[src/hdl/hjb_pkg.sv]
`default_nettype none
package hjb_pkg;

    localparam int KEY_W       = 31;
    localparam int OFFSET_BITS = 24;
    localparam int MOD_W       = 12;

    localparam int TABLE_DEPTH_DEF = 4096;
    localparam int POOL_DEPTH_DEF  = 1024;
    localparam int MAX_CHAIN_DEF   = 64;

    localparam logic [1:0] OP_CLEAR  = 2'd0;
    localparam logic [1:0] OP_INSERT = 2'd1;
    localparam logic [1:0] OP_PROBE  = 2'd2;

    localparam logic [1:0] ST_OK         = 2'd0;
    localparam logic [1:0] ST_MISS       = 2'd1;
    localparam logic [1:0] ST_POOL_FULL  = 2'd2;
    localparam logic [1:0] ST_CHAIN_FULL = 2'd3;

    typedef struct packed {
        logic [1:0]             op;
        logic [KEY_W-1:0]       key;
        logic [OFFSET_BITS-1:0] offset;
    } in_item_t;

    typedef struct packed {
        logic [1:0]             status;
        logic [OFFSET_BITS-1:0] match_offset;
        logic                   last;
    } out_item_t;

    typedef enum logic [3:0] {
        CS_SWEEP_RST,
        CS_SWEEP_CLR,
        CS_IDLE,
        CS_DIV,
        CS_REDUCE,
        CS_CHK,
        CS_WALK,
        CS_FIN
    } ctrl_state_t;

    typedef struct packed {
        logic accept;
        logic div_start;
        logic load_b;
        logic reduce_step;
        logic sweep_step;
        logic emit_clear;
        logic ins_resolve;
        logic probe_head;
        logic walk_step;
        logic finish;
    } hjb_cmd_t;

    typedef struct packed {
        logic [1:0] in_op;
        logic [1:0] op;
        logic       div_done;
        logic       b_in_range;
        logic       sweep_last;
        logic       used;
        logic       chain_more;
        logic       walk_last;
    } hjb_stat_t;

endpackage
`default_nettype wire

[src/hdl/hjb_ctrl.sv]
`default_nettype none
module hjb_ctrl (
    input  wire logic              clk,
    input  wire logic              rst_n,
    input  wire logic              start,
    input  wire hjb_pkg::hjb_stat_t stat,
    output hjb_pkg::hjb_cmd_t      cmd,
    output logic                   busy
);
    import hjb_pkg::*;

    ctrl_state_t state_reg, state_next;

    always_ff @(posedge clk or negedge rst_n)
    begin
        if (!rst_n)
            state_reg <= CS_SWEEP_RST;
        else
            state_reg <= state_next;
    end

    always_comb
    begin
        cmd        = '0;
        state_next = state_reg;
        busy       = (state_reg != CS_IDLE);
        case (state_reg)
            CS_SWEEP_RST:
            begin
                cmd.sweep_step = 1'b1;
                if (stat.sweep_last)
                    state_next = CS_IDLE;
            end
            CS_SWEEP_CLR:
            begin
                cmd.sweep_step = 1'b1;
                if (stat.sweep_last)
                begin
                    cmd.emit_clear = 1'b1;
                    state_next     = CS_IDLE;
                end
            end
            CS_IDLE:
            begin
                if (start)
                begin
                    cmd.accept = 1'b1;
                    if (stat.in_op == OP_CLEAR)
                        state_next = CS_SWEEP_CLR;
                    else if (stat.in_op == OP_INSERT || stat.in_op == OP_PROBE)
                    begin
                        cmd.div_start = 1'b1;
                        state_next    = CS_DIV;
                    end
                end
            end
            CS_DIV:
            begin
                if (stat.div_done)
                begin
                    cmd.load_b = 1'b1;
                    state_next = CS_REDUCE;
                end
            end
            CS_REDUCE:
            begin
                if (!stat.b_in_range)
                    cmd.reduce_step = 1'b1;
                else
                    state_next = CS_CHK;
            end
            CS_CHK:
            begin
                if (stat.op == OP_INSERT)
                begin
                    cmd.ins_resolve = 1'b1;
                    state_next      = CS_IDLE;
                end
                else
                begin
                    cmd.probe_head = 1'b1;
                    if (!stat.used)
                        state_next = CS_IDLE;
                    else if (stat.chain_more)
                        state_next = CS_WALK;
                    else
                        state_next = CS_FIN;
                end
            end
            CS_WALK:
            begin
                cmd.walk_step = 1'b1;
                if (stat.walk_last)
                    state_next = CS_FIN;
            end
            CS_FIN:
            begin
                cmd.finish = 1'b1;
                state_next = CS_IDLE;
            end
            default:
            begin
                state_next = CS_IDLE;
            end
        endcase
    end

endmodule
`default_nettype wire

[config.mk]
export PLATFORM = sky130hd
export DESIGN_NAME = hjb_ctrl
export DESIGN_NICKNAME = d
export VERILOG_FILES = /design/src/hdl/hjb_pkg.sv /design/src/hdl/hjb_ctrl.sv
export SDC_FILE = /design/constraint.sdc
export NUM_CORES = 1
export LEC_CHECK = 0
export BUFFER_PORTS_ARGS = -buffer_cell sky130_fd_sc_hd__buf_2
export CORE_AREA = 10 10 47 49
export CTS_CLUSTER_SIZE = 20
export DETAILED_ROUTE_END_ITERATION = 8
export DIE_AREA = 0 0 57 59
export SYNTH_ARGS = -nofsm -noshare
export SYNTH_HDL_FRONTEND = slang
export SYNTH_SLANG_ARGS = --single-unit
[constraint.sdc]
create_clock -name clk -period 1.2 [get_ports clk]
set_input_delay 0.24 -clock clk [delete_from_list [all_inputs] [get_ports clk]]
set_output_delay 0.24 -clock clk [all_outputs]
set_load 0.05 [all_outputs]
# Word level (Yosys, flattened, before mapping)
# Index checks and enable logic that the tools add are counted.
classes:
  n_eq_ne: 17
  reduce_logical: 5
  muxes: 27
op_table:
  columns: ["cell", "count"]
  rows:
  - ["2-to-1 mux 4 bit", 9]
  - ["case mux 4 bit (6 select lines)", 1]
  - ["equality test 4 x 3 -> 1 bit (second input constant)", 4]
  - ["2-to-1 mux 1 bit", 14]
  - ["equality test 4 x 2 -> 1 bit (second input constant)", 2]
  - ["!= test 2 bit (second input constant)", 4]
  - ["2-to-1 mux 2 bit", 3]
  - ["AND reduction 6 bit", 1]
  - ["equality test 2 x 1 -> 1 bit (second input constant)", 2]
  - ["equality test 4 x 1 -> 1 bit (second input constant)", 1]
  - ["zero test 4 bit", 1]
  - ["!= test 4 x 2 -> 1 bit (second input constant)", 1]
  - ["!= test 3 bit (second input constant)", 1]
  - ["equality test 2 bit (second input constant)", 1]
  - ["zero test 2 bit", 1]
  - ["!= test 2 x 1 -> 1 bit (second input constant)", 1]
  - ["OR reduction 2 bit", 1]
  - ["logical OR 1 bit", 1]
totals:
  inputBits: 13
  elab_cells: 50
  register_bits: 4
  output_inout_bits: 11

# Longest topological paths before layout
# Gate-level depths: netlist (run 1).
logic_depth:
  ltp_word: 6
  depth_mapped: 5
  mapped_depth_nobuf: 5

# Worst setup path before layout (run 1)
# No wires, ideal clock.
synth_timing:
  path_kind: "register to output"
  startpoint: "register state_reg[1]"
  endpoint: "output port cmd[8] (netlist bit)"
  path_stages_with_launch: 5
  slack_ns: -1.145
  required_ns: 0.960
  path_buffers: 0
  arrival_ns: 2.105
  path_cell_list: "dfrtp_1 -> and2b_2 -> nand2b_2 -> nor2_1 -> and2_1"
synth_rtl:
  columns: ["element", "line_no", "text"]
  rows:
  - ["from (decl)", "hjb_ctrl.sv:12", "ctrl_state_t state_reg, state_next;"]
  - ["from (signal assigned)", "hjb_ctrl.sv:19", "state_reg <= state_next;"]
  - ["to (decl)", "hjb_ctrl.sv:7", "output hjb_pkg::hjb_cmd_t cmd,"]

==> results of run 1 <==
[final timing paths]
| path | from | end | slack (ps) | cells past startpoint |
|---|---|---|---|---|
| min | rst_n | state_reg[1] | 330 | 2 |
| min reg2reg | state_reg[2] | state_reg[2] | 700 | 2 |
| min in group clk | stat[1] | state_reg[0] | 370 | 4 |
| max | state_reg[2] | cmd[7] | -320 | 3 |
| max in group asynchronous | rst_n | state_reg[2] | 750 | 2 |
| max reg2reg | state_reg[2] | state_reg[0] | -210 | 6 |
[cell type report]
| cell class | count | area share [%] |
|---|---|---|
| clock buffer | 4 | 3.29 |
| inverter | 5 | 2.35 |
| multi-input combinational | 34 | 39.0 |
| sequential | 3 | 9.70 |
| tap | 16 | 2.50 |
| timing repair buffer | 40 | 43.2 |
[critical path, delay by kind of cell, from the launching register on]
kind                   cells  cell delay (ps)
buffers and inverters      2              300
flip-flops                 1              450
AND/OR/NAND/NOR            1              300
[repair_timing]
action / CTS / global route
cloned: 0 / 0
resized for setup: 35 / 2
pin swaps: 7 / 2
hold buffers: 1 / 0
buffers inserted: 4 / 2
endpoints found under the setup margin: 13 / 13
endpoints found under the hold margin: 3 / 0
[cells in the mapped netlist]
library cell and number:
a21o_1 1, a21oi_1 1, a31oi_2 1, and2_1 3, and2b_2 2, and3_1 2
and4b_1 1, and4bb_2 1, buf_2 1, buf_4 1, dfrtp_1 3, ha_1 2
inv_1 5, mux2i_1 1, nand2_1 3, nand2b_2 1, nand3_1 1, nor2_1 7
nor2b_1 1, o21ai_0 1, o21ai_2 1, o22ai_1 1, o31ai_1 2, or3b_1 1
[power by group]
group,internal (mW),switching [mW],leakage (nW)
Combinational,0.767,0.821,0.350
Sequential,0.154,0.0487,0.0338
Clock,0.125,0.0525,0.0150
[per-stage QoR]
stage / setup slack (ps) / cells / hold WS [ps]
3_5_place_dp: -235 / 91 / 40.5
3_3_place_gp: -201 / 91 / 36.4
2_1_floorplan: -448 / 44 / -55.6
4_1_cts: -347 / 100 / 325
6_report: -322 / 102 / 331
5_1_grt: -386 / 102 / 344
[cells by family (layout without fill, tap and decap cells)]
| family | count (synthesis) | count (layout) | synth area share, % |
|---|---|---|---|
| simple gates | 23 | 23 | 40.6 |
| compound gates | 8 | 8 | 17.7 |
| buf+inv | 7 | 49 | 9.23 |
| flops | 3 | 3 | 22.1 |
| fa+ha+maj | 2 | 2 | 7.38 |
| mux | 1 | 1 | 2.95 |
[per-layer routing]
metal	part of all wire [%]	global-route usage [%]
met2	52	14.4
met1	36	7.82
met5	0	0
met3	11	4.29
met4	0	4.03
==> metrics.md, run 1 <==
| Metric | Value |
|---|---|
| Root Driver | `clkbuf_4` |
| Initial core utilization | `24.2%` |
| Placer Congestion | `0.739` |
| GR Overflow Total | `0` |
| Final WS setup | `-322 ps` |
| Worst ir drop on vdd | `1.87 mV` |
| Yosys top cell area share | `22.1%` |
| Wire length per cell | `12.9 um` |
| HPWL Detailed | `983 um` |
| Antenna violations before repair | `0` |
| Reg area | `77.6 um2` |
| Final setup fails | `13` |
| Failing checks | `setup timing` |
| Area of the multi-input gates | `312 um2` |
| Antenna Nets Post-Route | `0` |
| Most frequent cells in the layout | `13 x buf_2, 13 x buf_4, 7 x buf_8, 6 x buf_6, 5 x inv_1` |
| Critical path peak fanout | `8` |
| Clock-pin slew on the worst setup and hold paths | `40 ps` |
| Crit path kind | `register to output pin` |
| Register area share after synthesis | `22.1%` |
| IO Port Bufs | `23` |
| Drt via density | `4.54` |
| Pleak | `0.399 nW` |
| Worst Skew | `0.0342 ps` |
| Syn Area/Cell | `7.71 um2` |
| Layout cells sized above 1 | `76.7%` |
| Worst-Skew Late Latency | `230 ps` |
| Area of the mapped netlist | `339 um2` |
| Area leader, netlist | `dfrtp_1` |
| Filler cell count | `135` |
| Pin count of the biggest net entering global routing | `12` |
| Drt pass-1 iters | `3` |
| Hold crit path type | `input port to asynchronous set/reset pin` |
| Core Footprint | `1400 um2` |
| # IOs | `24` |
| Hold Fails Final Rpt | `0` |
| Setup TNS | `-3160 ps` |
| Row count | `14` |
| RSZ-0062 raised after global routing | `true` |
| Worst path max stage delay | `450 ps` |
| Slew Limit Fails | `0` |
| Power density over cell area | `2460 nW/um2` |
| Synth-to-layout area growth | `136%` |
| Status | `finished, violations left` |
| Top post-synthesis cells by area | `dfrtp_1 22%, nor2_1 7.7%, ha_1 7.4%` |
| Post-route DRC | `0` |
| Crit path arrival time | `1280 ps` |
| Gr usage total | `8.25%` |
| Slew margin rel. | `83.4%` |
| Die span in y | `59 um` |
| First-pass GRT wire length | `2.26 mm` |
| Maximum clock rate | `657 MHz` |
| Setup crit start kind | `register` |
| H-tree depth | `1` |
| Critical Path End Type | `output pin` |
| Die W | `57 um` |
| TritonCTS Sinks | `3` |
| Detailed Route WL | `1.32 mm` |
| Cell Area, Placed | `592 um2` |
| Slowest cell on crit path | `dfrtp_2` |
| Largest register FFs | `3` |
| Via count | `463` |
| Period utilization | `127%` |
| Nets | `102` |
| N_diodes | `0` |
| Design area | `800 um2` |
| Register bit total from synthesis | `3` |
| Critical Path RT | `960 ps` |
| Syn Inst Count | `44` |
| Buffer depth of the longest clock path | `2` |
| Post-route minimum period | `1520 ps` |
| Synth cell types | `24` |
| Syn nets | `59` |
| Inserted Clock Buffers | `3` |
| Max Cap Viol | `0` |
| Post-layout util | `57.1%` |
| Worst-Margin Slew | `251 ps` |
| Die area | `3360 um2` |
| Tot Pwr | `1.97 mW` |
| CTS tree | `done` |
| Vias in the first global route | `543` |
| DR iter-0 viols | `1` |
| Ys Warns | `0` |
| Crit-path cells | `buf_4 > and4b_2 > buf_8` |
(Power assumes the default switching activity.)
==> inputs of run 2 (changes only) <==
--- a/config.mk
+++ b/config.mk
@@ -10,6 +10,8 @@
 export CTS_CLUSTER_SIZE = 20
 export DETAILED_ROUTE_END_ITERATION = 8
 export DIE_AREA = 0 0 57 59
+export GPL_TIMING_DRIVEN = 0
+export MAX_ROUTING_LAYER = met4
 export SYNTH_ARGS = -nofsm -noshare
 export SYNTH_HDL_FRONTEND = slang
 export SYNTH_SLANG_ARGS = --single-unit
==> metrics.md, run 2 (synthesized netlist as in run 1, its figures left out) <==
| Metric | Value |
|---|---|
| Die span in y | `59 um` |
| Worst ir drop on vdd | `1.33 mV` |
| Slew Limit Fails | `0` |
| Critical path peak fanout | `5` |
| Antenna violations before repair | `0` |
| Die area | `3360 um2` |
| TritonCTS Sinks | `3` |
| Placer Congestion | `0.654` |
| H-tree depth | `1` |
| Die W | `57 um` |
| Commonest non-fill, non-tap cell in the layout | `buf_2` |
| Post-route minimum period | `1540 ps` |
| Cell Area, Placed | `532 um2` |
| Status | `finished, violations left` |
| Failing checks | `setup timing` |
| Setup crit start kind | `register` |
| Core Footprint | `1400 um2` |
| Pre-CTS WS | `-257 ps` |
| Depth of the worst register-to-register path | `5` |
| GR Overflow Total | `0` |
| RSZ-0062 raised after global routing | `true` |
| Wire length per cell | `12.1 um` |
| Antenna Nets Post-Route | `0` |
| Detailed Route WL | `1.20 mm` |
| Crit path kind | `register to output pin` |
| Initial core utilization | `24.2%` |
| Worst Skew | `1.26 ps` |
| DR iter-0 viols | `0` |
| Placed Cells | `83` |
| Worst hold slack | `330 ps` |
| Fin cells | `99` |
| Nets | `99` |
| Reg2reg end | `state_reg[0]` |
| Row count | `14` |
| Largest register FFs | `3` |
| Critical Path RT | `960 ps` |
| Drt pass-1 iters | `1` |
| Power density over cell area | `2390 nW/um2` |
| Drt via density | `4.41` |
| Period utilization | `129%` |
| Gr usage total | `7.78%` |
| Buffer depth of the longest clock path | `2` |
| Crit path arrival time | `1300 ps` |
| Tot Pwr | `1.80 mW` |
| Final setup fails | `13` |
| FF-to-FF Start | `state_reg[2]` |
| CTS tree | `done` |
| CP Capture Point | `cmd[8]` |
| Setup crit start | `state_reg[1]` |
| Most frequent cells in the layout | `14 x buf_2, 9 x buf_4, 7 x buf_6, 6 x buf_8, 5 x inv_1` |
| First-pass GRT wire length | `2.01 mm` |
| Layout cells sized above 1 | `72.3%` |
| Inserted Clock Buffers | `3` |
| Via count | `437` |
| Hold crit path type | `input port to asynchronous set/reset pin` |
| Pin count of the biggest net entering global routing | `11` |
| Design area | `753 um2` |
| Critical Path End Type | `output pin` |
| Slew margin rel. | `74.9%` |
| Max Cap Viol | `0` |
| # IOs | `24` |
| N_diodes | `0` |
| Final WS setup | `-343 ps` |
| Reg-to-reg setup timing slack | `-240 ps` |
| Clock-pin slew on the worst setup and hold paths | `40 ps` |
| Worst-Margin Slew | `376 ps` |
| Maximum clock rate | `648 MHz` |
| Post-route DRC | `0` |
| Synth-to-layout area growth | `122%` |
| Root Driver | `clkbuf_4` |
| Worst-Skew Late Latency | `230 ps` |
| HPWL Detailed | `850 um` |
| IO Port Bufs | `23` |
| Vias in the first global route | `483` |
| Hold Fails Final Rpt | `0` |
| Pleak | `0.380 nW` |
## run 2: worst max-delay path, stage by stage, from the launching register on
cell and delay, ps:
dfrtp_2 430, and2b_2 250, nand2b_4 90, nor2_4 30, and2_4 130, buf_8 140
## run 2: where the power goes
group | total (mW) | internal (mW) | switching, mW
clock network | 0.177 | 0.125 | 0.0525
logic | 1.43 | 0.665 | 0.763
registers | 0.197 | 0.151 | 0.0455
total | 1.80 | 0.941 | 0.861
## run 2: metrics by stage
stage,setup TNS (ps),utilization [%]
after detailed placement,-1960,37.9
after CTS,-3580,51.2
final,-3460,53.8
after global placement,-2010,37.9
after floorplan,-1090,-
after global routing,-4210,53.8
## run 2: layer usage
layer / wire, um / vias up / global-route usage (%) / part of all wire (%)
met5: 0 / - / - / 0
met2: 494 / 23 / 10.4 / 41
met1: 606 / 184 / 9.18 / 51
met4: 27 / 0 / 7.05 / 2.3
li1: - / 228 / - / -
met3: 67 / 2 / 2.15 / 5.6
## run 2: how the worst min path moves through the flow
stage / to / slack (ps)
2_1_floorplan: state_reg[0] / -60
3_3_place_gp: state_reg[2] / 40
3_5_place_dp: state_reg[2] / 40
4_1_cts: state_reg[2] / 320
5_1_grt: state_reg[2] / 340
6_report: state_reg[2] / 330
## run 2: layout make-up
cell class	instances	area [um2]
plain buffers	2	18.8
well taps	16	20.0
repair buffers	35	298
fillers	135	648
clock buffers	4	26.3
multi-input cells	34	295
inverters	5	18.8
flip-flops and latches	3	76.3
## run 2: repair_timing
action,CTS,global route
pin swaps,5,6
endpoints found under the setup margin,13,13
hold buffers,1,0
endpoints found under the hold margin,3,0
gates resized for setup,27,5
setup buffers,8,4
